===== src/ssf_pkg.sv =====
// Shared types, constants and the segment lookup for the six-digit segment formatter.
// Used by every module in src; no dependencies.
package ssf_pkg;

   localparam int DIGIT_COUNT = 6;
   localparam int DIGIT_IDX_W = (DIGIT_COUNT > 1) ? $clog2(DIGIT_COUNT) : 1;
   localparam int QUEUE_DEPTH = 2;
   localparam int QPTR_W      = (QUEUE_DEPTH > 1) ? $clog2(QUEUE_DEPTH) : 1;
   localparam int QCNT_W      = $clog2(QUEUE_DEPTH + 1);

   localparam logic [1:0] MODE_WEIGHT  = 2'd0;
   localparam logic [1:0] MODE_CAL_ALL = 2'd1;
   localparam logic [1:0] MODE_CAL_ONE = 2'd2;

   localparam logic [7:0]  MINUS_PATTERN = 8'h40;
   // ceil(2^35 / 10): v * DIV10_RECIP >> 35 == v / 10 for every 32-bit v
   localparam logic [31:0] DIV10_RECIP   = 32'hCCCC_CCCD;
   localparam int          DIV10_SHIFT   = 35;

   typedef struct packed {
      logic [1:0]  mode;
      logic [31:0] magnitude;
      logic        negative;
      logic [2:0]  selected_digit;
   } req_type;

   typedef struct packed {
      logic [2:0] digit_index;
      logic [7:0] segments;
      logic       last_digit;
   } rsp_type;

   // one converted item waiting for the back end
   typedef struct packed {
      logic [1:0]                   mode;
      logic                         negative;
      logic [2:0]                   selected_digit;
      logic [DIGIT_COUNT-1:0][3:0]  digits;
      logic [DIGIT_COUNT-1:0]       show;
   } entry_type;

   typedef struct packed {
      logic      push;
      entry_type entry;
   } push_type;

   function automatic logic [7:0] seg_pattern(input logic [3:0] digit);
      logic [7:0] pat;
      unique case (digit)
         4'd0:    pat = 8'h3F;
         4'd1:    pat = 8'h06;
         4'd2:    pat = 8'h5B;
         4'd3:    pat = 8'h4F;
         4'd4:    pat = 8'h66;
         4'd5:    pat = 8'h6D;
         4'd6:    pat = 8'h7D;
         4'd7:    pat = 8'h07;
         4'd8:    pat = 8'h7F;
         4'd9:    pat = 8'h6F;
         default: pat = 8'h00;
      endcase
      return pat;
   endfunction

endpackage


===== src/ssf_queue.sv =====
// Short FIFO of converted entries between the front and back ends.
// Depends on ssf_pkg.
module ssf_queue (
   input  logic                clock,
   input  logic                reset,
   input  ssf_pkg::push_type   push_in,
   output logic                push_ready,
   output logic                head_valid,
   output ssf_pkg::entry_type  head_entry,
   input  logic                pop
);

   ssf_pkg::entry_type                store_ff [ssf_pkg::QUEUE_DEPTH];
   logic [ssf_pkg::QPTR_W-1:0]        wr_ptr_ff, wr_ptr_in;
   logic [ssf_pkg::QPTR_W-1:0]        rd_ptr_ff, rd_ptr_in;
   logic [ssf_pkg::QCNT_W-1:0]        count_ff, count_in;
   logic                              do_push;
   logic                              do_pop;

   assign push_ready = (count_ff != ssf_pkg::QCNT_W'(ssf_pkg::QUEUE_DEPTH));
   assign head_valid = (count_ff != '0);
   assign head_entry = store_ff[rd_ptr_ff];
   assign do_push    = push_in.push && push_ready;
   assign do_pop     = pop && head_valid;

   function automatic logic [ssf_pkg::QPTR_W-1:0] next_ptr(
      input logic [ssf_pkg::QPTR_W-1:0] ptr);
      logic [ssf_pkg::QPTR_W-1:0] nxt;
      if (ptr == ssf_pkg::QPTR_W'(ssf_pkg::QUEUE_DEPTH - 1)) begin
         nxt = '0;
      end else begin
         nxt = ptr + 1'b1;
      end
      return nxt;
   endfunction

   always_comb begin
      wr_ptr_in = do_push ? next_ptr(wr_ptr_ff) : wr_ptr_ff;
      rd_ptr_in = do_pop  ? next_ptr(rd_ptr_ff) : rd_ptr_ff;
      count_in  = count_ff;
      if (do_push && !do_pop) begin
         count_in = count_ff + 1'b1;
      end else if (do_pop && !do_push) begin
         count_in = count_ff - 1'b1;
      end
   end

   always_ff @(posedge clock) begin
      if (reset) begin
         wr_ptr_ff <= '0;
         rd_ptr_ff <= '0;
         count_ff  <= '0;
      end else begin
         wr_ptr_ff <= wr_ptr_in;
         rd_ptr_ff <= rd_ptr_in;
         count_ff  <= count_in;
      end
   end

   always_ff @(posedge clock) begin
      if (do_push) begin
         store_ff[wr_ptr_ff] <= push_in.entry;
      end
   end

`ifndef ASSERT_OFF
   a_count_bound: assert property (@(posedge clock) disable iff (reset)
      count_ff <= ssf_pkg::QCNT_W'(ssf_pkg::QUEUE_DEPTH))
      else $error("queue count above depth");
   a_push_grows: assert property (@(posedge clock) disable iff (reset)
      (do_push && !do_pop) |=> (count_ff == $past(count_ff) + 1'b1))
      else $error("queue count did not advance on push");
`endif

endmodule


===== config.mk =====
export PLATFORM = sky130hd
export DESIGN_NAME = ssf_queue
export DESIGN_NICKNAME = d
export VERILOG_FILES = /design/src/ssf_pkg.sv /design/src/ssf_queue.sv
export SDC_FILE = /design/constraint.sdc
export NUM_CORES = 1
export LEC_CHECK = 0
export BUFFER_PORTS_ARGS = -buffer_cell sky130_fd_sc_hd__buf_2
export CAP_MARGIN = 20
export CORE_MARGIN = 4
export CORE_UTILIZATION = 35
export CTS_BUF_LIST = sky130_fd_sc_hd__clkbuf_4 sky130_fd_sc_hd__clkbuf_8
export DETAILED_ROUTE_END_ITERATION = 10
export PLACE_DENSITY = 0.62
export SLEW_MARGIN = 25
export SYNTH_ARGS = -nofsm -noshare
export SYNTH_HDL_FRONTEND = slang
export SYNTH_SLANG_ARGS = --single-unit

===== constraint.sdc =====
create_clock -name clock -period 2.2 [get_ports clock]
set_input_delay 0.33 -clock clock [delete_from_list [all_inputs] [get_ports clock]]
set_output_delay 0.33 -clock clock [all_outputs]
set_load 0.01 [all_outputs]

==> results by stage, run 1 <==
Timing:
- The transition time of the tightest slew-check pin is between 0.3 and 0.4 ns.
- For the final routed database, the setup TNS stands at 0 ns.
- The time the worst path needs with I/O delays and setup is 1.82 ns.
- The worst clock skew is 0.00790 ns.
- Setup repair after global routing left no endpoint under its margin.
- The worst-case headroom to the max-slew limit is 77.9%.
- Setup violations remaining at the end of the flow were counted as 0.
- The share of the clock period used by the worst path after layout is roughly 83%.
- The count of pins over their slew limit came to 0.
- Derived from the worst setup path, the maximum achievable clock frequency is 0.551 GHz.
- The number of endpoints with negative hold slack in the final report was 0.

Drt:
- The routed length per placed instance is ~15 µm.
- In this run the remaining antenna-violating nets after routing total 0.
- Summing over every cut layer, the via total after detailed routing is 1458.
- The first-iteration detailed-routing DRC count is 34.
- The final routed DRC violation total is 0.
- Wires add up to 4.83 mm.
- The count of TritonRoute iterations in the first routing pass is 3.
- The vias per cell is ~4.4.

Global routing:
- The first-pass GRT wire length is slightly below 8 mm.
- The number of antenna violations at the first check in global routing is 0.
- The final global-route overflow total is 0.
- The via count of the first global-routing pass is 1583.
- Entering global routing, the biggest net connects 23 pins.
- Across every metal layer, demand over resource in global routing totals 10.7%.

CTS:
- The clock tree root driver cell is sky130_fd_sc_hd__clkbuf_8.
- Gates resized during post-CTS repair numbered 0.
- No sink is reached through more buffers than the 2 on the longest clock path.
- TritonCTS built the clock tree.
- The number of buffers created by CTS is 9.
- The CTS clock-pin slew for the worst setup and hold paths is 0.08 ns.
- Counting every sink on the clock net gives 77.
- The number of levels the H-tree was split into is 3.
- The hold buffer count at cts is 0.
- The number of buffers inserted to repair setup after CTS is 0.
- The latest clock arrival within the worst-skew pair is 0.34 ns.

Floorplan:
- The chip width is 97.7 µm.
- The die outline height is 97.7 µm.
- The number of rows created at floorplan is 32.
- The floorplan step defined a die boundary enclosing between 0.009 and 0.01 mm².
- The standard cell core area is ~0.0078 mm².
- between 70 and 80 I/O pins were placed.
- The starting utilization of the core area is 36.3%.

Cells and area:
- The library cells used most frequently in the layout, excluding fill and tap cells, are sky130_fd_sc_hd__buf_2 (77), sky130_fd_sc_hd__edfxtp_1 (72), sky130_fd_sc_hd__mux2_2 (36).
- The share of layout cells above drive strength 1 is 60.2%.
- From synthesis to final layout, the design area changed by 26.6%.
- The non-filler instance count after layout is 333.
- The number of diodes is 0.
- The total number of nets in the final design is 267.
- After filler insertion, the fill cell instance count of the layout stands at 711.
- The library cell used most frequently in the layout, excluding fill and tap cells, is sky130_fd_sc_hd__buf_2.

Placed design:
- During placement, the flow inserted port buffers numbering 77.
- In this run, placement finished with an instance count of 317.
- Summed over all nets, the half-perimeter wirelength after detailed placement is 3.33 mm.
- Routability-driven placement finished with a final weighted congestion of 0.682.

Synth:
- Summing every instance area after synthesis gives 0.00282 mm².
- The number of synthesized register bits is between 70 and 80.
- The post-synthesis net count is 177.
- In this run, distinct cell masters in the synthesized netlist total 18.
- The cell count after synthesis came out at between 100 and 150.
- The post-synthesis average cell area is between 20 and 25 µm².
- For this run, the register share of the synthesized area comes to 80.3%.
- Yosys printed 0 warnings.

Flow run:
- The tool flagged a number of max-cap violations equal to 0.

Worst setup path:
- In this run the worst path has a maximum fanout of 22.
- The category of the critical setup timing path is flip-flop to output pin.
- In this design, the stage delay of the slowest critical-path cell is between 0.3 and 0.4 ns.
- The type of destination of the critical path is an output pin.
- The count of cells along the worst register-to-register path is 5.
- For this design, the slowest cell found on the critical path is sky130_fd_sc_hd__mux2_2.
- Walking the worst path, the cells encountered are buf_4 > mux2_2 > buf_2.
- The critical path data required time is between 1.5 and 2 ns.
- STA puts the critical path data arrival time at around 1.5 ns.
- The sort of element at the start of the critical path is a flip-flop.

Min path:
- Along the worst hold path, the cell count comes to 1.
- The type of the most critical hold path is input pin to flip-flop.

Pwr:
- VDD sags by at most 0.000475 V.
- The standby leakage power is roughly 0.0013 µW.
- Dividing total power by cell area gives a power density of around 1100 mW/mm².

Run status:
- The run finished with clean final reports.
## where the power goes
part           internal [µW]  switching (µW)
clock                    651             487
sequential              1830            53.6
combinational            479             518
total                   2960            1060
## state kept, by name, summed over array words and instances, names as in the netlist, named ones only
name and cells:
store_ff 72, rd_ptr_ff 1, count_ff 2, wr_ptr_ff 1
## cells by family (layout without fill, tap and decap cells)
kind of cell | after synthesis | in the layout | share of synthesized area, %
XOR/XNOR | 3 | 3 | 0.933
adder cells (fa/ha/maj) | 1 | 1 | 0.444
buffers and inverters | 5 | 100 | 1.11
AND/OR/NAND/NOR | 9 | 9 | 1.78
AO/OA/AOI/OAI | 5 | 5 | 1.07
flip-flops | 77 | 77 | 80.3
multiplexers | 36 | 36 | 14.4
## metal layers
metal	GRT usage [%]	wire (µm)	up-vias
met5	0	0	-
met3	4.24	289	9
met1	12.0	1970	690
met4	5.75	115	0
met2	17.6	2450	51
li1	-	-	708
## critical path, delay by kind of cell (launching register included)
family,cells,cell delay [ns]
muxes,1,0.38
buffers and inverters,2,0.43
DFF,1,0.33
## cell type report
class / count / area, µm² / share of cell area (%)
clock buffer: 10 / 131 / 3.68
clock inverter: 6 / 86.3 / 2.42
inverter: 1 / 3.75 / 0.105
multi-input combinational: 54 / 526 / 14.7
sequential: 77 / 2260 / 63.4
tap: 102 / 128 / 3.58
timing repair buffer: 83 / 430 / 12.1
## cell usage after synthesis
library cell / count / area, µm²
sky130_fd_sc_hd__buf_2: 1 / 5.00
sky130_fd_sc_hd__nor2_1: 3 / 11.3
sky130_fd_sc_hd__nand3b_1: 1 / 7.51
sky130_fd_sc_hd__a21oi_1: 2 / 10.0
sky130_fd_sc_hd__and3_1: 1 / 6.26
sky130_fd_sc_hd__mux2_2: 36 / 405
sky130_fd_sc_hd__a21bo_2: 1 / 10.0
sky130_fd_sc_hd__inv_1: 1 / 3.75
sky130_fd_sc_hd__edfxtp_1: 72 / 2160
sky130_fd_sc_hd__dfxtp_1: 5 / 100
sky130_fd_sc_hd__and2_1: 1 / 6.26
sky130_fd_sc_hd__o21ai_0: 2 / 10.0
sky130_fd_sc_hd__nand2b_1: 1 / 6.26
sky130_fd_sc_hd__buf_4: 3 / 22.5
sky130_fd_sc_hd__ha_1: 1 / 12.5
sky130_fd_sc_hd__xor2_1: 3 / 26.3
sky130_fd_sc_hd__or2_2: 1 / 6.26
sky130_fd_sc_hd__or3_1: 1 / 6.26
## stage by stage
stage               total power [µW]  setup slack [ns]  hold WS, ns  util, %  instance area [µm²]
floorplan                       2560             0.241        0.399        -                 2820
CTS                             4090             0.342        0.157     45.9                 3570
global placement                2930             0.650        0.494     43.1                 3350
global route                    4260             0.304        0.145     45.9                 3570
detailed placement              2950             0.549        0.499     43.1                 3350
finish                          4020             0.384        0.175     45.9                 3570
## path summary, 6_finish.rpt
check             slack [ns]                     start                   endpoint
setup / recovery        0.38                 flip-flop              head_entry[5]
hold / removal          0.17               push_in[32]  store_ff[0][32]$_DFFE_PP_
setup reg to reg        0.55  count_ff[0]$_SDFFE_PP0P_   count_ff[1]$_SDFFE_PP0P_
hold reg to reg         0.51    rd_ptr_ff$_SDFFE_PP0P_     rd_ptr_ff$_SDFFE_PP0P_
(Power assumes the default switching activity.)
==> inputs of run 2 (changes only) <==
- clock period: 2.2 -> 1.7 ns (I/O delays scaled with it)
==> run 2 against run 1 <==
First-iteration DRC count increased by 24%. Setup slack lost 0.30 ns. Clock power rose by 23%. Combinational power up 40%. Sequential share of layout area is 0.96 points lower. Die area unchanged. Critical path type unchanged. Global-route usage shrank 0.38 points. Cell count decreased by 0.90%. Worst hold slack worse by 0.071 ns. Non-clock buffer count unchanged. Sequential power grew 30%. Routed wire length is 0.75% higher.
==> results by stage, run 2 (synthesis results as in run 1) <==
Timing:
- Subtracting the final worst setup slack from the clock period gives roughly 1.6 ns.
- The count of pins over their slew limit is 0.
- Setup repair after global routing left no endpoint under its margin.
- After routing, the total negative slack on setup checks comes to 0 ns.
- The final setup violation count is 0.
- After layout, the worst path uses 95.1% of the clock period.
- At the pin with the least slew margin, the transition time is 0.333 ns.
- Based on the critical path, the design can be clocked at up to just over 0.6 GHz.
- The worst-case headroom to the max-slew limit is 77.5%.
- The worst clock skew is around 0.0073 ns.
- The post-layout worst setup margin is 0.0836 ns.
- The number of endpoints with negative hold slack in the final report is 0.

Worst setup path:
- The sort of element at the start of the critical path is a flip-flop.
- The category of the critical setup timing path is flip-flop to output pin.
- The maximum net fanout on the critical path is 18.
- STA puts the critical path data required time at 1.44 ns.
- The launch point of the worst reg-to-reg path is count_ff[1]$_SDFFE_PP0P_.
- For the worst flop-to-flop path, the logic depth is 4.
- The arrival time at the worst endpoint is about 1.4 ns.
- The minimum setup slack among reg-to-reg paths is about 0.090 ns.
- The endpoint of the worst-slack reg-to-reg timing path is count_ff[1]$_SDFFE_PP0P_.
- The type of destination of the critical path is an output pin.

Drt:
- Summed over all layers, the routed wires come to 4.87 mm.
- The total via count after detailed routing is 1491.
- The routed length per placed instance is 14.7 µm.
- Using the TritonRoute via totals, the vias-per-cell ratio works out to 4.52.
- The first TritonRoute pass finished after 3 iterations.
- The detail route stage leaves a number of antenna-violating nets equal to 0.
- After detailed routing, the number of remaining DRC violations is 0.
- For this block, the initial DRC count from the detailed router was 42.

Floorplan:
- The region available for standard cell placement spans between 0.007 and 0.008 mm².
- The I/O pin count is 78.
- The initial utilization of the core area, before any placement, comes to 36.3%.
- The floorplan step defined a die boundary enclosing approximately 0.0096 mm².
- The chip width is 97.7 µm.
- The number of rows created at floorplan is 32.
- From bottom edge to top edge, the die measures 97.7 µm.

Placed design:
- In this run the cell area measured after placement is 0.00340 mm².
- The pre-CTS worst setup slack is 0.0711 ns.
- At the end of routability-driven placement, the weighted congestion stood at 0.707.
- In this run the tool buffered the top-level ports with 77 buffer cells.
- Detailed placement ended at an HPWL of roughly 3.4 mm.

Flow run:
- The max-capacitance violation count is 0.

CTS:
- At the later pin of the worst-skew pair, clock insertion delay measures 0.33 ns.
- Clock tree synthesis selected as its root buffer the cell sky130_fd_sc_hd__clkbuf_8.
- The CTS clock-pin slew for the worst setup and hold paths is 0.08 ns.
- The number of buffers inserted to repair setup after CTS is 0.
- CTS saw 77 sinks.
- The hold buffer count at cts is 0.
- The number of levels the H-tree was split into is 3.
- TritonCTS built the clock tree.
- The deepest clock path buffer count is 2.
- In this run, CTS created clock tree buffers numbering 9.

Cells and area:
- The total number of nets in the final design is 267.
- The library cells used most frequently in the layout, excluding fill and tap cells, are sky130_fd_sc_hd__buf_2 (77), sky130_fd_sc_hd__edfxtp_1 (72), sky130_fd_sc_hd__mux2_2 (36).
- From synthesis to final layout, the design area changed by 28.7%.
- The largest registers in the layout are store_ff x72, count_ff x2.
- The finished cells cover 0.00363 mm².
- The repair_antennas step left the layout with diodes totalling 0.
- The largest register by flop count is store_ff.
- The post-route netlist has a little over 60% of its cells at a drive strength greater than 1.
- The library cell used most frequently in the layout, excluding fill and tap cells, is sky130_fd_sc_hd__buf_2.
- The flip-flop count of the largest register, all copies and words added is 72.

Global routing:
- In the global route stage, overall resource usage came out at 10.3%.
- The final global-route overflow total is 0.
- The via count of the first global-routing pass is 1578.
- The number of antenna violations at the first check in global routing is 0.
- The first-pass GRT wire length is 7.54 mm.
- Entering global routing, the biggest net connects 21 pins.

Min path:
- For hold timing, the worst endpoint is store_ff[1][1]$_DFFE_PP_.
- The hold path startpoint is push_in[1].
- The worst hold path belongs to the class input pin to flip-flop.
- The worst hold path depth is 1.

Pwr:
- Summed over all cells, the static leakage comes to 0.00135 µW.
- The highest ir drop seen on vdd is 0.000700 V.
- The ratio of total power to cell area is 1450 mW/mm².

Run status:
- The run finished with clean final reports.
[run 2: area by class of cell]
type | count | area (µm²)
Timing Repair Buffer | 83 | 493
Inverter | 1 | 7.51
Tap cell | 102 | 128
Clock inverter | 4 | 76.3
Multi-Input combinational cell | 54 | 533
Sequential cell | 77 | 2270
Fill cell | 690 | 4140
Clock buffer | 9 | 124
[run 2: layer usage]
metal,vias up,track usage (%),routed length (µm)
met3,7,3.52,288
li1,708,-,-
met5,-,0,0
met2,53,16.6,2350
met1,723,12.6,2160
met4,0,4.79,65
[run 2: report_power, final]
group | internal [µW] | switching, µW
sequential | 2370 | 86.6
clock | 805 | 596
combinational | 715 | 686
total | 3890 | 1370
[run 2: worst max-delay path, cell delays in order, from the launching register on]
cell and delay, ns:
sky130_fd_sc_hd__dfxtp_4 0.37, sky130_fd_sc_hd__buf_12 0.16, sky130_fd_sc_hd__mux2_2 0.36, sky130_fd_sc_hd__buf_2 0.14
[run 2: worst max path at each step]
stage / to / start / cells past startpoint
after floorplan: store_ff[0][0]$_DFFE_PP_ / count_ff[0]$_SDFFE_PP0P_ / 3
after global placement: count_ff[1]$_SDFFE_PP0P_ / count_ff[0]$_SDFFE_PP0P_ / 5
after detailed placement: count_ff[1]$_SDFFE_PP0P_ / count_ff[0]$_SDFFE_PP0P_ / 5
after CTS: head_entry[16] / flip-flop / 3
after global routing: count_ff[1]$_SDFFE_PP0P_ / count_ff[1]$_SDFFE_PP0P_ / 4
final: head_entry[27] / flip-flop / 3
[run 2: stage by stage]
stage / power (µW) / std cells / hold slack [ns] / util, %
2_1_floorplan: 3320 / 136 / 0.324 / -
3_3_place_gp: 3870 / 317 / 0.443 / 43.8
3_5_place_dp: 3890 / 317 / 0.446 / 43.8
4_1_cts: 5310 / 330 / 0.0840 / 46.5
5_1_grt: 5540 / 330 / 0.0862 / 46.7
6_report: 5260 / 330 / 0.104 / 46.7
[run 2: what timing repair did]
item,in CTS,in global routing
gates cloned,0,0
pin swaps,0,0
resized for setup,1,5
endpoints found under the setup margin,18,19
==> inputs of run 3 (changes only) <==
- CORE_MARGIN: 4 -> not set
- GPL_ROUTABILITY_DRIVEN: not set -> 0
==> run 3 against run 2 <==
Global-route usage up 1.5 points. Non-clock buffer count is the same. Setup slack lost 0.013 ns. Combinational power hardly changed. Fmax fell by 0.81%. Design area rose by 0.76%. Clock power is 5% higher. Worst hold slack worse by 0.0049 ns. Power grew 1.9%. Routed wire length fell by 4.9%. Die area is 12% lower. Cell count up 0.91%. Highest routed layer unchanged.
==> results by stage, run 3 (synthesis results as in run 1) <==
Floorplan:
- The chip width is 91.7 µm.
- The die covers 0.00841 mm².
- In this run the standard cell core region covers 0.00777 mm².
- The number of rows created at floorplan is 32.
- For this configuration, the core starts out at a cell density of a little over a third.
- For this design the top-level I/O count stands at 78.
- In this run the vertical extent of the chip is between 90 and 100 µm.

CTS:
- Clock-pin slew was measured on the worst setup and hold paths at ~0.08 ns.
- The number of levels the H-tree was split into is 3.
- Clock tree synthesis inserted a total of 9 buffers.
- The deepest clock path buffer count is 2.
- Clock latency on the worst-skew pair, taken at its later pin, is 0.34 ns.
- The hold buffer count at cts is 0.
- The clock sink count is 77.
- CTS placed an instance of sky130_fd_sc_hd__clkbuf_8 at the clock tree root.
- TritonCTS built the clock tree.

Worst setup path:
- For the worst flop-to-flop path, the logic depth is 6.
- The arrival time at the worst endpoint is 1.37 ns.
- The worst register-to-register path begins at count_ff[0]$_SDFFE_PP0P_.
- The critical path data required time is ~1.4 ns.
- Along the worst path, the maximum fanout reaches 18.
- STA classifies the critical path startpoint as a flip-flop.
- The capture point of the critical path is head_entry[1].
- The endpoint of the worst-slack reg-to-reg timing path is count_ff[1]$_SDFFE_PP0P_.
- The category of the critical setup timing path is flip-flop to output pin.
- The maximum cell stage delay along the critical path is 0.38 ns.
- Traced cell by cell, the critical path runs through buf_12 > mux2_2 > buf_2.
- The minimum setup slack among reg-to-reg paths is 0.12 ns.
- The type of destination of the critical path is an output pin.
- On the critical path, the stage with the largest delay is an instance of sky130_fd_sc_hd__dfxtp_4.

Drt:
- The count of nets left with antenna violations once routing finished came out at 0.
- The total wirelength of the detailed-routed design is 4.63 mm.
- After detailed routing, the number of remaining DRC violations is 0.
- After detailed routing, the number of vias per cell comes to 4.46.
- The first-iteration detailed-routing DRC count is 40.
- The first detailed-routing pass took 4 iterations.
- The routed length per placed instance is 13.9 µm.
- The total via count after detailed routing is between 1000 and 1500.

Cells and area:
- Leaving out fill and tap cells, the most frequent cells in the layout are sky130_fd_sc_hd__buf_2 (77), sky130_fd_sc_hd__edfxtp_1 (72), sky130_fd_sc_hd__mux2_2 (35).
- The post-route netlist has 62.3% of its cells at a drive strength greater than 1.
- The library cell used most frequently in the layout, excluding fill and tap cells, is sky130_fd_sc_hd__buf_2.
- The repair_antennas step left the layout with diodes totalling 0.
- More flip-flops sit in one register than any other, and that register is store_ff.
- For this run, the post-layout net count is 267.
- Compared with the post-synthesis result, the final layout area differs by 29.7%.
- The largest registers in the layout are store_ff x72, count_ff x2.
- The flip-flop count of the largest register, all copies and words added is 72.

Timing:
- The maximum clock frequency is 0.614 GHz.
- The number of endpoints with negative hold slack in the final report came to 0.
- The share of the clock period used by the worst path after layout is 95.9%.
- Summed over all failing endpoints, the final setup total negative slack is 0 ns.
- The time the worst path needs with I/O delays and setup is 1.63 ns.
- The final setup violation count is 0.
- In this run the tightest slew margin relative to its limit is 78.9%.
- Setup repair after global routing left no endpoint under its margin.
- The transition time of the tightest slew-check pin is ~0.31 ns.
- Across the routed clock network, the largest skew measured is approximately 0.0058 ns.
- The count of pins over their slew limit came to 0.

Global routing:
- Summed over all layers, the global routing overflow is 0.
- The via count of the first global-routing pass is 1479.
- The first global-routing pass estimated roughly 7.2 mm of wire.
- The global routing usage summed across all routing layers is 11.9%.
- The pin count of the biggest net entering global routing is 37.
- The number of antenna violations at the first check in global routing is 0.

Pwr:
- For this design the static power due to leakage is 0.00136 µW.
- Summing internal, switching and leakage power gives 5360 µW.
- The ratio of total power to cell area is 1470 mW/mm².
- VDD sags by at most 0.000572 V.

Min path:
- The path class of the tightest hold or removal check is input pin to flip-flop.

Flow run:
- The max-capacitance violation count is 0.

Placed design:
- The sum of net half-perimeters after detailed placement is 2.99 mm.
- The count of buffers added on input and output ports is 77.

Run status:
- The run finished with clean final reports.
## run 3: changes by cell type in the layout (fill, tap and decap cells not counted), sizes merged
cell and delta:
clkbuf +1, clkinv +1, clkinvlp +1
## run 3: power breakdown
group / leakage (µW) / internal [µW] / switching, µW
Sequential: 0.000715 / 2380 / 86.5
Clock: 0.000104 / 840 / 632
Combinational: 0.000538 / 734 / 693
Total: 0.00136 / 3950 / 1410
## run 3: repair_timing
action / 4_1_cts / 5_1_grt
resized for setup: 1 / 7
setup endpoints to repair: 30 / 2
setup buffers: 1 / 0
## run 3: per-layer routing
| layer | GRT usage (%) | wire (µm) |
|---|---|---|
| met1 | 13.9 | 1990 |
| met2 | 19.2 | 2300 |
| met3 | 3.73 | 231 |
| met4 | 7.03 | 104 |
| met5 | 0 | 0 |
## run 3: worst max-delay path: cells and delay by family (launching register included)
family | cells | cell delay [ns]
buf+inv | 2 | 0.30
flops | 1 | 0.38
mux | 1 | 0.34
## run 3: worst min-delay path by stage
stage	from	endpoint	slack, ns	depth (start not counted)
3_5_place_dp	push_in[11]	store_ff[1][11]$_DFFE_PP_	0.45	1
5_1_grt	push_in[15]	store_ff[1][15]$_DFFE_PP_	0.07	1
6_report	push_in[11]	store_ff[1][11]$_DFFE_PP_	0.1	1
3_3_place_gp	push_in[15]	store_ff[1][15]$_DFFE_PP_	0.44	1
2_1_floorplan	reset	count_ff[1]$_SDFFE_PP0P_	0.32	1
4_1_cts	push_in[21]	store_ff[1][21]$_DFFE_PP_	0.07	1
## run 3: layout make-up
class | instances | area (µm²)
fill | 695 | 4110
sequential | 77 | 2270
multi-input combinational | 54 | 553
timing repair buffer | 83 | 480
clock buffer | 10 | 131
tap | 102 | 128
clock inverter | 6 | 87.6
inverter | 1 | 7.51
## run 3: per-stage QoR
step	setup slack [ns]	utilization, %	hold WS (ns)	area [µm²]	std cells
2_1_floorplan	0.0634	-	0.324	2820	136
5_1_grt	0.00796	47.1	0.0703	3650	333
3_3_place_gp	0.147	43.7	0.444	3400	316
4_1_cts	0.0396	46.7	0.0749	3630	333
3_5_place_dp	0.0905	43.7	0.446	3400	316
6_report	0.0704	47.1	0.0989	3650	333
