`src/ssf_pkg.sv`:
```
// Shared types, constants and the segment lookup for the six-digit segment formatter.
// Used by every module in src; no dependencies.
package ssf_pkg;

   localparam int DIGIT_COUNT = 6;
   localparam int DIGIT_IDX_W = (DIGIT_COUNT > 1) ? $clog2(DIGIT_COUNT) : 1;
   localparam int QUEUE_DEPTH = 2;
   localparam int QPTR_W      = (QUEUE_DEPTH > 1) ? $clog2(QUEUE_DEPTH) : 1;
   localparam int QCNT_W      = $clog2(QUEUE_DEPTH + 1);

   localparam logic [1:0] MODE_WEIGHT  = 2'd0;
   localparam logic [1:0] MODE_CAL_ALL = 2'd1;
   localparam logic [1:0] MODE_CAL_ONE = 2'd2;

   localparam logic [7:0]  MINUS_PATTERN = 8'h40;
   // ceil(2^35 / 10): v * DIV10_RECIP >> 35 == v / 10 for every 32-bit v
   localparam logic [31:0] DIV10_RECIP   = 32'hCCCC_CCCD;
   localparam int          DIV10_SHIFT   = 35;

   typedef struct packed {
      logic [1:0]  mode;
      logic [31:0] magnitude;
      logic        negative;
      logic [2:0]  selected_digit;
   } req_type;

   typedef struct packed {
      logic [2:0] digit_index;
      logic [7:0] segments;
      logic       last_digit;
   } rsp_type;

   // one converted item waiting for the back end
   typedef struct packed {
      logic [1:0]                   mode;
      logic                         negative;
      logic [2:0]                   selected_digit;
      logic [DIGIT_COUNT-1:0][3:0]  digits;
      logic [DIGIT_COUNT-1:0]       show;
   } entry_type;

   typedef struct packed {
      logic      push;
      entry_type entry;
   } push_type;

   function automatic logic [7:0] seg_pattern(input logic [3:0] digit);
      logic [7:0] pat;
      unique case (digit)
         4'd0:    pat = 8'h3F;
         4'd1:    pat = 8'h06;
         4'd2:    pat = 8'h5B;
         4'd3:    pat = 8'h4F;
         4'd4:    pat = 8'h66;
         4'd5:    pat = 8'h6D;
         4'd6:    pat = 8'h7D;
         4'd7:    pat = 8'h07;
         4'd8:    pat = 8'h7F;
         4'd9:    pat = 8'h6F;
         default: pat = 8'h00;
      endcase
      return pat;
   endfunction

endpackage

```
`src/ssf_back.sv`:
```
// Back end: walks the head entry and registers one digit drive item a cycle unless rsp_ready stalls.
// Depends on ssf_pkg.
module ssf_back (
   input  logic               clock,
   input  logic               reset,
   input  logic               head_valid,
   input  ssf_pkg::entry_type head_entry,
   output logic               pop,
   output logic               rsp_valid,
   input  logic               rsp_ready,
   output ssf_pkg::rsp_type   rsp_data
);

   logic [ssf_pkg::DIGIT_IDX_W-1:0] step_ff, step_in;
   logic                            rsp_valid_ff, rsp_valid_in;
   ssf_pkg::rsp_type                rsp_data_ff, rsp_data_in;
   ssf_pkg::rsp_type                item;
   logic                            load;
   logic                            final_step;
   logic                            top_step;
   logic [2:0]                      pos;

   assign top_step   = (step_ff == ssf_pkg::DIGIT_IDX_W'(ssf_pkg::DIGIT_COUNT - 1));
   assign final_step = top_step || (head_entry.mode == ssf_pkg::MODE_CAL_ONE);
   assign load       = head_valid && (!rsp_valid_ff || rsp_ready);
   assign pop        = load && final_step;

   always_comb begin
      pos  = 3'(step_ff);
      item = '0;
      priority if (head_entry.mode == ssf_pkg::MODE_WEIGHT) begin
         pos              = 3'(step_ff);
         item.last_digit  = top_step;
         if (head_entry.negative && top_step) begin
            item.segments = ssf_pkg::MINUS_PATTERN;
         end else if ((step_ff == '0) || head_entry.show[step_ff]) begin
            item.segments = ssf_pkg::seg_pattern(head_entry.digits[step_ff]);
         end else begin
            item.segments = 8'h00;
         end
      end else if (head_entry.mode == ssf_pkg::MODE_CAL_ALL) begin
         // scan from the top position down
         pos              = 3'(ssf_pkg::DIGIT_COUNT - 1) - 3'(step_ff);
         item.last_digit  = top_step;
         item.segments    =
            ssf_pkg::seg_pattern(head_entry.digits[pos[ssf_pkg::DIGIT_IDX_W-1:0]]);
      end else begin
         pos              = head_entry.selected_digit;
         item.last_digit  = 1'b1;
         item.segments    =
            ssf_pkg::seg_pattern(head_entry.digits[pos[ssf_pkg::DIGIT_IDX_W-1:0]]);
      end
      item.digit_index = pos;
   end

   always_comb begin
      step_in      = step_ff;
      rsp_valid_in = rsp_valid_ff;
      rsp_data_in  = rsp_data_ff;
      if (rsp_valid_ff && rsp_ready) begin
         rsp_valid_in = 1'b0;
      end
      if (load) begin
         rsp_valid_in = 1'b1;
         rsp_data_in  = item;
         step_in      = final_step ? '0 : step_ff + 1'b1;
      end
   end

   always_ff @(posedge clock) begin
      if (reset) begin
         step_ff      <= '0;
         rsp_valid_ff <= 1'b0;
      end else begin
         step_ff      <= step_in;
         rsp_valid_ff <= rsp_valid_in;
      end
   end

   always_ff @(posedge clock) begin
      rsp_data_ff <= rsp_data_in;
   end

   assign rsp_valid = rsp_valid_ff;
   assign rsp_data  = rsp_data_ff;

`ifndef ASSERT_OFF
   a_step_range: assert property (@(posedge clock) disable iff (reset)
      step_ff <= ssf_pkg::DIGIT_IDX_W'(ssf_pkg::DIGIT_COUNT - 1))
      else $error("back step counter out of range");
   a_entry_kept: assert property (@(posedge clock) disable iff (reset)
      (rsp_valid_ff && !rsp_data_ff.last_digit) |-> head_valid)
      else $error("entry retired before its last digit");
   a_index_range: assert property (@(posedge clock) disable iff (reset)
      rsp_valid_ff |-> ({1'b0, rsp_data_ff.digit_index} < 4'(ssf_pkg::DIGIT_COUNT)))
      else $error("digit index beyond display");
   a_step_clear: assert property (@(posedge clock) disable iff (reset)
      pop |=> (step_ff == '0))
      else $error("step not cleared after retiring an entry");
`endif

endmodule

```
`config.mk`:
```
export PLATFORM = sky130hd
export DESIGN_NAME = ssf_back
export DESIGN_NICKNAME = d
export VERILOG_FILES = /design/src/ssf_pkg.sv /design/src/ssf_back.sv
export SDC_FILE = /design/constraint.sdc
export NUM_CORES = 1
export LEC_CHECK = 0
export BUFFER_PORTS_ARGS = -buffer_cell sky130_fd_sc_hd__clkbuf_2
export CORE_ASPECT_RATIO = 0.8
export CORE_UTILIZATION = 40
export DETAILED_ROUTE_END_ITERATION = 10
export PLACE_DENSITY = 0.63
export SLEW_MARGIN = 20
export SYNTH_ARGS = -nofsm -noshare
export SYNTH_HDL_FRONTEND = slang
export SYNTH_SLANG_ARGS = --single-unit
```
`constraint.sdc`:
```
create_clock -name clock -period 3.26 [get_ports clock]
set_clock_uncertainty 0.1 [all_clocks]
set_input_delay 0.815 -clock clock [delete_from_list [all_inputs] [get_ports clock]]
set_output_delay 0.815 -clock clock [all_outputs]
set_load 0.1 [all_outputs]
```
==> results.txt, run 1 <==
----------------------------------------------------
[Outcome]
  Status ... finished, final reports clean

[Timing]
  Max Clock Freq ... 341 MHz
  Final slew viol count ... 0
  Final setup violation count ... 0
  Post-layout minimum cycle time ... 2930 ps
  Final hold violations ... 0
  Actual transition at the worst max-transition pin ... 574 ps
  Hold slack ... 417 ps
  Sum of negative setup slack ... 0 ps
  Setup repair after global routing missed its margin ... no
  Final period util ... 89.9%
  Worst-case headroom to the max-slew limit ... 61.7%

[GRT]
  Pin count of the biggest net entering global routing ... 18
  Met1 track demand over resource ... 33.0%
  Most utilized layer in the global route result ... met1
  Number of antenna violations at the first check in global routing ... 0
  Congestion Overflow GR ... 0
  Global routing usage summed across all routing layers ... 21.6%
  Number of global-route vias before repair ... 1793
  Wire length of the first global-routing pass ... 8790 µm
  Met3 track demand over resource in global routing ... 1.93%
  Met2 usage in global routing ... 32.4%

[Clock network]
  Root buf cell ... sky130_fd_sc_hd__clkbuf_8
  Post-CTS Setup Repair Bufs ... 0
  H-tree levels ... 1
  CTS clk-pin slew, worst paths ... 60 ps
  Clock insertion delay at the later pin of the skew report ... 240 ps
  Clock tree from TritonCTS ... done
  Quantity of gates resized following cts ... 0
  Buffer levels on the longest clock path ... 2
  Sinks on Clock Net ... 15
  Hold bufs inserted after CTS ... 0
  Inserted Clock Buffers ... 3

[Synthesis]
  Async set-or-reset flop fraction in the synthesized netlist ... 0%
  Post-Syn Nets ... 287
  Synthesized instance count ... 227
  #FFs+latches synth ... 15
  Number of enable-type register cells in the synthesized netlist ... 11
  Total number of yosys warnings ... 0
  Fraction of the yosys area taken by sequential cells ... 20.0%
  Synth cell types ... 55
  Average footprint of a synthesized cell ... 9.03 µm²
  Post-synthesis instance area ... 2050 µm²
  Top flip-flop cell by instance count after synthesis ... sky130_fd_sc_hd__edfxtp_1

[Drt]
  Remaining antenna violation count ... 0
  Routed vias ... 1913
  Number of search-and-repair iterations in the first detailed-routing pass ... 4
  DRC violation count after routing ... 0
  Total wirelength of the detailed-routed design ... 5350 µm
  Iter 0 DRT Violations ... 144
  Drt wl/cell ... 15.6 µm
  Vias per cell ... 5.58

[Min path]
  Classification of the worst-slack hold path ... reg2reg

[Worst setup path]
  Dominant delay contributor by cell family on the critical path ... compound AO/OA/AOI/OAI gates
  Path type of the worst setup path ... reg2reg
  CP peak stage delay ... 680 ps
  Data required time at the worst endpoint ... 3200 ps
  Type of element capturing the critical path ... register
  Category of the worst setup path launch point ... register
  Setup slack, reg-to-reg ... 330 ps
  Slowest stage cell on the critical path ... sky130_fd_sc_hd__dfxtp_1
  Worst setup path endpoint ... rsp_data[7]$_DFFE_PP_
  Crit path launch ... step_ff[0]$_SDFFE_PP0P_
  Crit path depth ... 8
  Critical register-to-register path endpoint ... rsp_data[7]$_DFFE_PP_
  Sequence of cells on the critical path ... mux4_2 > a21oi_1 > inv_1 > ha_1 > nor2b_1 > nor4_1 > a211oi_1 > o311ai_1
  Data arrival time at the worst-slack endpoint ... 2870 ps
  Sum of buffers and inverters on the critical path ... 1
  Depth of the worst register-to-register path ... 8
  Maximum fanout encountered on the critical timing path ... 12
  Start of the worst register-to-register path ... step_ff[0]$_SDFFE_PP0P_

[Finish]
  Finished Cell Area ... 2470 µm²
  Net count, final ... 344
  Leading cell type in the layout, fill and taps excluded ... sky130_fd_sc_hd__clkbuf_2
  Share of layout cells above drive strength 1 ... 31.4%
  Number of antenna cells inserted ... 0
  Layout-stage area growth over the synthesis result ... 20.6%
  Post-layout utilization of the core ... 51.9%
  Commonest cells after routing, fill and taps aside ... 51 x sky130_fd_sc_hd__clkbuf_2, 23 x sky130_fd_sc_hd__mux2i_1, 20 x sky130_fd_sc_hd__ha_1
  Count of filler cells inserted in the layout ... 458

[Flow run]
  Number of maximum-capacitance violations ... 0

[Floorplan]
  Placeable core area ... 4760 µm²
  Floorplan die width ... 82.1 µm
  Full die area ... 5420 µm²
  Die H ... 66.0 µm
  Number of placement rows ... 22
  Effective utilization at floorplan ... 43.1%
  Top-Level Pins ... 54

[Power and ir drop]
  Maximum VDD drop ... 271 µV
  Pleak ... 0.00116 µW
  Pwr Density ... 344 nW/µm²

[Placement]
  Post-DP HPWL ... 4370 µm
  Input/output buffers ... 52
  Routability congestion estimate from global placement ... 0.873
  Placed standard-cell area ... 2430 µm²

----------------------------------------------------
==> power by group <==
group          switching, µW  internal, µW  total (µW)  leakage [µW]
sequential              8.80           228         237      0.000140
combinational            303           161         464      0.000994
clock                   64.8          86.4         151     0.0000228
==> flip-flops by register name, summed over array words and instances, names as in the netlist <==
name and cells:
step_ff 3, rsp_valid 1, rsp_data 11
==> worst min path at each step <==
stage / start / to / slack, ps / cells after the start
3_5_place_dp: rsp_valid$_SDFFE_PP0P_ / rsp_valid$_SDFFE_PP0P_ / 400 / 2
3_3_place_gp: rsp_valid$_SDFFE_PP0P_ / rsp_valid$_SDFFE_PP0P_ / 400 / 2
4_1_cts: rsp_valid$_SDFFE_PP0P_ / rsp_valid$_SDFFE_PP0P_ / 410 / 2
2_1_floorplan: step_ff[2]$_SDFFE_PP0P_ / step_ff[2]$_SDFFE_PP0P_ / 420 / 2
5_1_grt: rsp_valid$_SDFFE_PP0P_ / rsp_valid$_SDFFE_PP0P_ / 470 / 2
6_report: rsp_valid$_SDFFE_PP0P_ / rsp_valid$_SDFFE_PP0P_ / 420 / 2
==> stage by stage <==
step / cells / power, µW / setup slack (ps)
after floorplan: 227 / 588 / 76.4
after global placement: 339 / 697 / 307
after detailed placement: 339 / 699 / 253
after CTS: 343 / 851 / 369
after global routing: 343 / 905 / 154
final: 343 / 852 / 328
==> area by class of cell <==
class	instances	area [µm²]	area share, %
repair buffers	64	365	14.8
inverters	19	71.3	2.88
flip-flops and latches	15	410	16.6
multi-input cells	181	1510	60.9
clock buffers	4	45.0	1.82
well taps	60	75.1	3.04
==> routing by layer <==
metal	vias to the layer above	routed length (µm)
met5	-	0
met4	0	35
li1	954	-
met3	2	269
met1	886	2800
met2	71	2250
==> cells in the mapped netlist, drive strengths merged, types with 3 or more instances <==
cell type | number | area [µm²]
nor2b | 5 | 31.3
mux2 | 8 | 90.1
a22oi | 6 | 63.8
inv | 18 | 67.6
nor3 | 7 | 35.0
nand3 | 9 | 50.1
nor2 | 16 | 60.1
a21oi | 10 | 50.1
xnor2 | 3 | 26.3
nand2 | 10 | 37.5
o21ai | 13 | 65.1
ha | 20 | 250
nand2b | 3 | 18.8
dfxtp | 4 | 80.1
mux2i | 23 | 230
edfxtp | 11 | 330
buf | 8 | 51.3
a22o | 4 | 35.0
mux4 | 8 | 184
clkbuf | 4 | 15.0
==> kinds of logic after synthesis <==
| group | share of synthesized area (%) |
|---|---|
| simple gates | 14.6 |
| compound gates | 20.4 |
| mux | 24.6 |
| buf+inv | 6.71 |
| fa+ha+maj | 12.2 |
| flops | 20.0 |
| xor+xnor | 1.28 |
| other cells | 0.183 |
==> worst min-delay path, cell delays in order (launching register included) <==
cell and delay, ps:
sky130_fd_sc_hd__dfxtp_1 320, sky130_fd_sc_hd__nand2b_1 90, sky130_fd_sc_hd__a21oi_1 70
No activity file was read; power rests on OpenSTA's default activity.
==> run 2, diff against run 1 <==
- ABC_AREA: not set -> 1
- CELL_PAD_IN_SITES_DETAIL_PLACEMENT: not set -> 0
- CELL_PAD_IN_SITES_GLOBAL_PLACEMENT: not set -> 1
- CORE_UTILIZATION: 40 -> 34
- PLACE_DENSITY: 0.63 -> 0.74
==> run 2 against run 1 <==
Net effect:
- sequential power is essentially flat
- combinational power grew 11%
- sequential share of layout area shrank 0.89 points
- via count grew 18%
- routed wire length grew 12%
- maximum frequency grew 4.4%
- synthesized cell count grew 52%
- power grew 4.6%
- cell count grew 39%
==> results.txt, run 2 <==
----------------------------------------------------
[Outcome]
  Status ... finished, final reports clean

[Floorplan]
  Number of placement rows ... 26
  Die H ... 75.2 µm
  Full die area ... 7030 µm²
  Top-Level Pins ... 54
  Floorplan die width ... 93.5 µm
  Placeable core area ... 6440 µm²
  Effective utilization at floorplan ... 35.4%

[Drt]
  Total wirelength of the detailed-routed design ... 6010 µm
  Iter 0 DRT Violations ... 154
  Remaining antenna violation count ... 0
  Number of search-and-repair iterations in the first detailed-routing pass ... 4
  Drt wl/cell ... 12.6 µm
  Vias per cell ... 4.75
  DRC violation count after routing ... 0
  Routed vias ... 2266

[Clock network]
  Clock insertion delay at the later pin of the skew report ... 240 ps
  CTS clk-pin slew, worst paths ... 60 ps
  H-tree levels ... 1
  Clock tree from TritonCTS ... done
  Post-CTS Setup Repair Bufs ... 0
  Buffer levels on the longest clock path ... 2
  Sinks on Clock Net ... 15
  Root buf cell ... sky130_fd_sc_hd__clkbuf_8
  Hold bufs inserted after CTS ... 0
  Quantity of gates resized following cts ... 0
  Inserted Clock Buffers ... 3

[Power and ir drop]
  Pleak ... 0.00135 µW
  Part of the power in combinational logic ... 57.6%
  Share of total power in the clock network ... 16.2%
  Sw Ratio ... 48.7%
  Reg power frac ... 26.2%
  Net switching power ... 434 µW
  Pwr Density ... 341 nW/µm²
  Internal Dissipation ... 457 µW
  Maximum VDD drop ... 132 µV

[Finish]
  Share of layout cells above drive strength 1 ... 27.7%
  Net count, final ... 454
  Number of antenna cells inserted ... 0
  Layout-stage area growth over the synthesis result ... 14.7%
  Number of flip-flops under the largest register name ... 11
  Count of filler cells inserted in the layout ... 717
  Area of the multi-input gates ... 1570 µm²
  Leading cell type in the layout, fill and taps excluded ... sky130_fd_sc_hd__nand2_1
  Commonest cells after routing, fill and taps aside ... 96 x sky130_fd_sc_hd__nand2_1, 51 x sky130_fd_sc_hd__clkbuf_2, 44 x sky130_fd_sc_hd__inv_1
  Sequential cell area in the final layout ... 410 µm²

[Timing]
  Actual transition at the worst max-transition pin ... 605 ps
  Final setup violation count ... 0
  Sum of negative setup slack ... 0 ps
  Post-layout minimum cycle time ... 2810 ps
  Hold slack ... 386 ps
  Final period util ... 86.2%
  Worst-case headroom to the max-slew limit ... 59.7%
  Final slew viol count ... 0
  Max Clock Freq ... 356 MHz
  Final hold violations ... 0
  Post-route setup slack ... 451 ps
  Setup repair after global routing missed its margin ... no

[Worst setup path]
  Category of the worst setup path launch point ... register
  Cell repeated most along the worst path ... sky130_fd_sc_hd__inv_1
  Sum of buffers and inverters on the critical path ... 4
  CP peak stage delay ... 550 ps
  Dominant delay contributor by cell family on the critical path ... buffers and inverters
  Data required time at the worst endpoint ... 3270 ps
  Data arrival time at the worst-slack endpoint ... 2820 ps
  Type of element capturing the critical path ... register
  Path type of the worst setup path ... reg2reg
  Slowest stage cell on the critical path ... sky130_fd_sc_hd__a32oi_1
  Sequence of cells on the critical path ... ha_1 > inv_1 > nor2_1 > a32oi_1 > inv_1 > ha_1 > inv_1 > nand2_2 > nand3_1 > nand3_1 > nand2_1 > inv_1 > nand2_1
  Maximum fanout encountered on the critical timing path ... 8

[Synthesis]
  Synth cell count leaders ... 96 x sky130_fd_sc_hd__nand2_1, 44 x sky130_fd_sc_hd__inv_1, 40 x sky130_fd_sc_hd__nand3_1
  Average footprint of a synthesized cell ... 6.58 µm²
  Synthesized instance count ... 346
  Synth area leader ... sky130_fd_sc_hd__nand2_1
  Fraction of the yosys area taken by sequential cells ... 18.0%
  Top post-synthesis cells by area ... sky130_fd_sc_hd__nand2_1 16%, sky130_fd_sc_hd__edfxtp_1 15%, sky130_fd_sc_hd__ha_1 11%
  Top-count cell post-synth ... sky130_fd_sc_hd__nand2_1
  Post-synthesis instance area ... 2280 µm²
  #FFs+latches synth ... 15
  Total number of yosys warnings ... 0
  Post-Syn Nets ... 406
  Async set-or-reset flop fraction in the synthesized netlist ... 0%
  Area share of the largest cell type after synthesis ... 15.8%
  Synth cell types ... 35
  Top flip-flop cell by instance count after synthesis ... sky130_fd_sc_hd__edfxtp_1
  Number of enable-type register cells in the synthesized netlist ... 11

[Placement]
  Routability congestion estimate from global placement ... 0.838
  Input/output buffers ... 52
  Worst slack, placed ... 347 ps
  Post-DP HPWL ... 4920 µm

[Min path]
  Classification of the worst-slack hold path ... reg2reg

[GRT]
  Pin count of the biggest net entering global routing ... 34
  Congestion Overflow GR ... 0
  Number of global-route vias before repair ... 2027
  Global routing usage summed across all routing layers ... 18.3%
  Most utilized layer in the global route result ... met1
  Wire length of the first global-routing pass ... 9980 µm
  Met3 track demand over resource in global routing ... 1.52%
  Met2 usage in global routing ... 27.9%
  Number of antenna violations at the first check in global routing ... 0
  Met1 track demand over resource ... 28.0%

[Flow run]
  Number of maximum-capacitance violations ... 0

----------------------------------------------------
## run 2: cell count changes in the layout (fill, tap and decap cells not counted), sizes merged, moves of 10 or more
| cell | change |
|---|---|
| o21ai | +10 |
| nor2 | +14 |
| mux2i | -23 |
| nand3 | +38 |
| inv | +32 |
| o211ai | +10 |
| nand2 | +100 |
## run 2: final timing paths
check                               start                endpoint  slack, ps  depth (start not counted)
setup / recovery  step_ff[2]$_SDFFE_PP0P_   rsp_data[7]$_DFFE_PP_        450                         13
hold / removal     rsp_valid$_SDFFE_PP0P_  rsp_valid$_SDFFE_PP0P_        390                          2
setup reg to reg  step_ff[2]$_SDFFE_PP0P_   rsp_data[7]$_DFFE_PP_        450                         13
hold reg to reg    rsp_valid$_SDFFE_PP0P_  rsp_valid$_SDFFE_PP0P_        390                          2
## run 2: cell type report
| cell class | count | area share, % |
|---|---|---|
| Inverter | 50 | 7.18 |
| Sequential cell | 15 | 15.7 |
| Multi-Input combinational cell | 268 | 60.2 |
| Tap cell | 84 | 4.02 |
| Timing Repair Buffer | 56 | 11.2 |
| Clock buffer | 4 | 1.72 |
## run 2: through the flow
stage	util, %	instances	total power, µW	cell area, µm²
2_1_floorplan	-	346	648	2280
3_3_place_gp	39.9	473	749	2570
3_5_place_dp	39.9	473	749	2570
4_1_cts	40.6	477	898	2610
5_1_grt	40.6	477	962	2610
6_report	40.6	477	891	2610
## run 2: logic make-up (layout without fill, tap and decap cells)
family	Yosys count	count (layout)	synth area share [%]
and+or+nand+nor	195	195	40.8
buffers and inverters	63	110	13.1
AOI/OAI and AO/OA	51	51	16.6
adders and majority gates	20	20	11.0
DFF	15	15	18.0
other	1	1	0.165
xor gates and xnor gates	1	1	0.385
## run 2: metal layers
layer  part of all wire (%)  routed length, µm  vias up
li1                       -                  -     1209
met1                     54               3230     1000
met2                     41               2480       55
met3                    4.5                272        2
met4                   0.42                 25        0
met5                      0                  0        -
## run 2: power groups by stage
| stage | logic, µW | clock network, µW | registers [µW] |
|---|---|---|---|
| finish | 513 | 144 | 234 |
| global placement | 512 | 0 | 237 |
| floorplan | 293 | 0 | 354 |
| CTS | 513 | 151 | 234 |
| detailed placement | 512 | 0 | 238 |
| global route | 566 | 160 | 236 |
## run 2: tightest hold or removal path, cell delays in order (launching register included)
cell,delay [ps]
sky130_fd_sc_hd__dfxtp_1,310
sky130_fd_sc_hd__nand2_1,70
sky130_fd_sc_hd__a21oi_1,60
==> run 3, diff against run 2 <==
- SETUP_SLACK_MARGIN: not set -> 0.5
==> run 3 against run 2 <==
Net effect:
- critical path depth decreased by 7
- critical endpoint is now pop
- register-to-register slack improved by 300 ps
- global-route usage increased by 0.13 points
==> results.txt, run 3 (synthesis results as in run 2) <==
----------------------------------------------------
[Outcome]
  Status ... finished, final reports clean

[GRT]
  Wire length of the first global-routing pass ... 10100 µm
  Global routing usage summed across all routing layers ... 18.4%
  Pin count of the biggest net entering global routing ... 34
  Congestion Overflow GR ... 0
  Number of antenna violations at the first check in global routing ... 0
  Number of global-route vias before repair ... 1977

[Drt]
  Iter 0 DRT Violations ... 148
  Routed vias ... 2240
  Total wirelength of the detailed-routed design ... 6090 µm
  Drt wl/cell ... 12.7 µm
  Remaining antenna violation count ... 0
  DRC violation count after routing ... 0
  Number of search-and-repair iterations in the first detailed-routing pass ... 4
  Vias per cell ... 4.69

[Timing]
  Post-layout minimum cycle time ... 2650 ps
  Worst-case headroom to the max-slew limit ... 63.6%
  Final setup violation count ... 0
  Setup repair after global routing missed its margin ... yes
  Max Clock Freq ... 377 MHz
  Final period util ... 81.4%
  Sum of negative setup slack ... 0 ps
  Actual transition at the worst max-transition pin ... 546 ps
  Post-route setup slack ... 607 ps
  Final slew viol count ... 0
  Final hold violations ... 0
  Hold slack ... 382 ps

[Floorplan]
  Placeable core area ... 6440 µm²
  Number of placement rows ... 26
  Top-Level Pins ... 54
  Full die area ... 7030 µm²
  Floorplan die width ... 93.5 µm
  Effective utilization at floorplan ... 35.4%
  Die H ... 75.2 µm

[Worst setup path]
  Sequence of cells on the critical path ... clkbuf_2 > inv_1 > o21ai_1 > inv_1 > nor2_4 > buf_8
  Data arrival time at the worst-slack endpoint ... 1740 ps
  Cell repeated most along the worst path ... sky130_fd_sc_hd__inv_1
  Data required time at the worst endpoint ... 2340 ps
  CP peak stage delay ... 200 ps
  Crit path depth ... 6
  Dominant delay contributor by cell family on the critical path ... buffers and inverters
  Crit path launch ... head_entry[35]
  Sum of buffers and inverters on the critical path ... 4
  Type of element capturing the critical path ... output port
  Slowest stage cell on the critical path ... sky130_fd_sc_hd__buf_8
  Depth of the worst register-to-register path ... 13
  Path type of the worst setup path ... in2out
  Category of the worst setup path launch point ... input port
  Start of the worst register-to-register path ... step_ff[2]$_SDFFE_PP0P_
  Maximum fanout encountered on the critical timing path ... 7

[Placement]
  Post-DP HPWL ... 4950 µm
  Placed standard-cell area ... 2580 µm²
  Input/output buffers ... 52
  Worst slack, placed ... 443 ps
  Routability congestion estimate from global placement ... 0.897

[Finish]
  Finished Cell Area ... 2640 µm²
  Share of layout cells above drive strength 1 ... 28.4%
  Net count, final ... 455
  Number of antenna cells inserted ... 0
  Layout-stage area growth over the synthesis result ... 16.0%
  Number of flip-flops under the largest register name ... 11
  Commonest cells after routing, fill and taps aside ... 96 x sky130_fd_sc_hd__nand2_1, 51 x sky130_fd_sc_hd__clkbuf_2, 44 x sky130_fd_sc_hd__inv_1
  Leading cell type in the layout, fill and taps excluded ... sky130_fd_sc_hd__nand2_1

[Flow run]
  Number of maximum-capacitance violations ... 0

[Clock network]
  Buffer levels on the longest clock path ... 2
  Root buf cell ... sky130_fd_sc_hd__clkbuf_8
  Clock tree from TritonCTS ... done
  Sinks on Clock Net ... 15
  Clock insertion delay at the later pin of the skew report ... 240 ps
  Inserted Clock Buffers ... 3
  CTS clk-pin slew, worst paths ... 60 ps
  H-tree levels ... 1
  Hold bufs inserted after CTS ... 0

[Min path]
  Classification of the worst-slack hold path ... reg2reg
  Source of the worst hold timing path ... rsp_valid$_SDFFE_PP0P_
  Worst Hold Path Cells ... 2

[Power and ir drop]
  Maximum VDD drop ... 122 µV
  Pwr Density ... 341 nW/µm²
  Pleak ... 0.00136 µW

----------------------------------------------------
-- run 3: area by class of cell --
type	count	area, µm²
fill	714	3800
multi-input combinational	268	1580
sequential	15	410
timing repair buffer	57	308
inverter	50	188
tap	84	105
clock buffer	3	41.3
clock inverter	1	5.00
-- run 3: where the power goes --
part	leakage [µW]	internal (µW)	switching, µW	total [µW]
Clock	0.0000255	84.6	66.1	151
Combinational	0.00120	145	371	516
Sequential	0.000141	229	5.06	234
Total	0.00136	458	442	900
-- run 3: timing repair --
item / 4_1_cts / 5_1_grt
resized for setup: 1 / 3
buffers inserted: 0 / 0
hold endpoints to repair: 0 / 0
setup endpoints to repair: 1 / 5
-- run 3: worst paths after layout --
kind	to	slack (ps)
hold reg to reg	rsp_valid$_SDFFE_PP0P_	380
setup / recovery	pop	610
setup reg to reg	rsp_data[7]$_DFFE_PP_	750
hold / removal	rsp_valid$_SDFFE_PP0P_	380
-- run 3: stage by stage --
stage	total power, µW	util, %	instances
2_1_floorplan	649	-	346
3_3_place_gp	749	40.1	474
3_5_place_dp	750	40.1	474
4_1_cts	905	40.8	478
5_1_grt	967	41.0	478
6_report	900	41.0	478
-- run 3: worst reg2reg max path, cell delays in order (launching register included) --
cell,delay (ps)
sky130_fd_sc_hd__dfxtp_1,460
sky130_fd_sc_hd__ha_1,300
sky130_fd_sc_hd__inv_1,300
sky130_fd_sc_hd__nor2_1,160
sky130_fd_sc_hd__a32oi_2,320
sky130_fd_sc_hd__inv_1,110
sky130_fd_sc_hd__ha_1,190
sky130_fd_sc_hd__inv_1,60
sky130_fd_sc_hd__nand2_2,50
sky130_fd_sc_hd__nand3_1,80
sky130_fd_sc_hd__nand3_1,60
sky130_fd_sc_hd__nand2_1,90
sky130_fd_sc_hd__inv_1,50
sky130_fd_sc_hd__nand2_1,60
-- run 3: layer usage --
layer | part of all wire [%] | up-vias | routed length (µm) | global-route usage, %
li1 | - | 1212 | - | -
met2 | 41 | 65 | 2520 | 27.9
met1 | 53 | 959 | 3220 | 28.6
met5 | 0 | - | 0 | 0
met4 | 0.69 | 0 | 42 | 2.91
met3 | 5.2 | 4 | 315 | 1.52
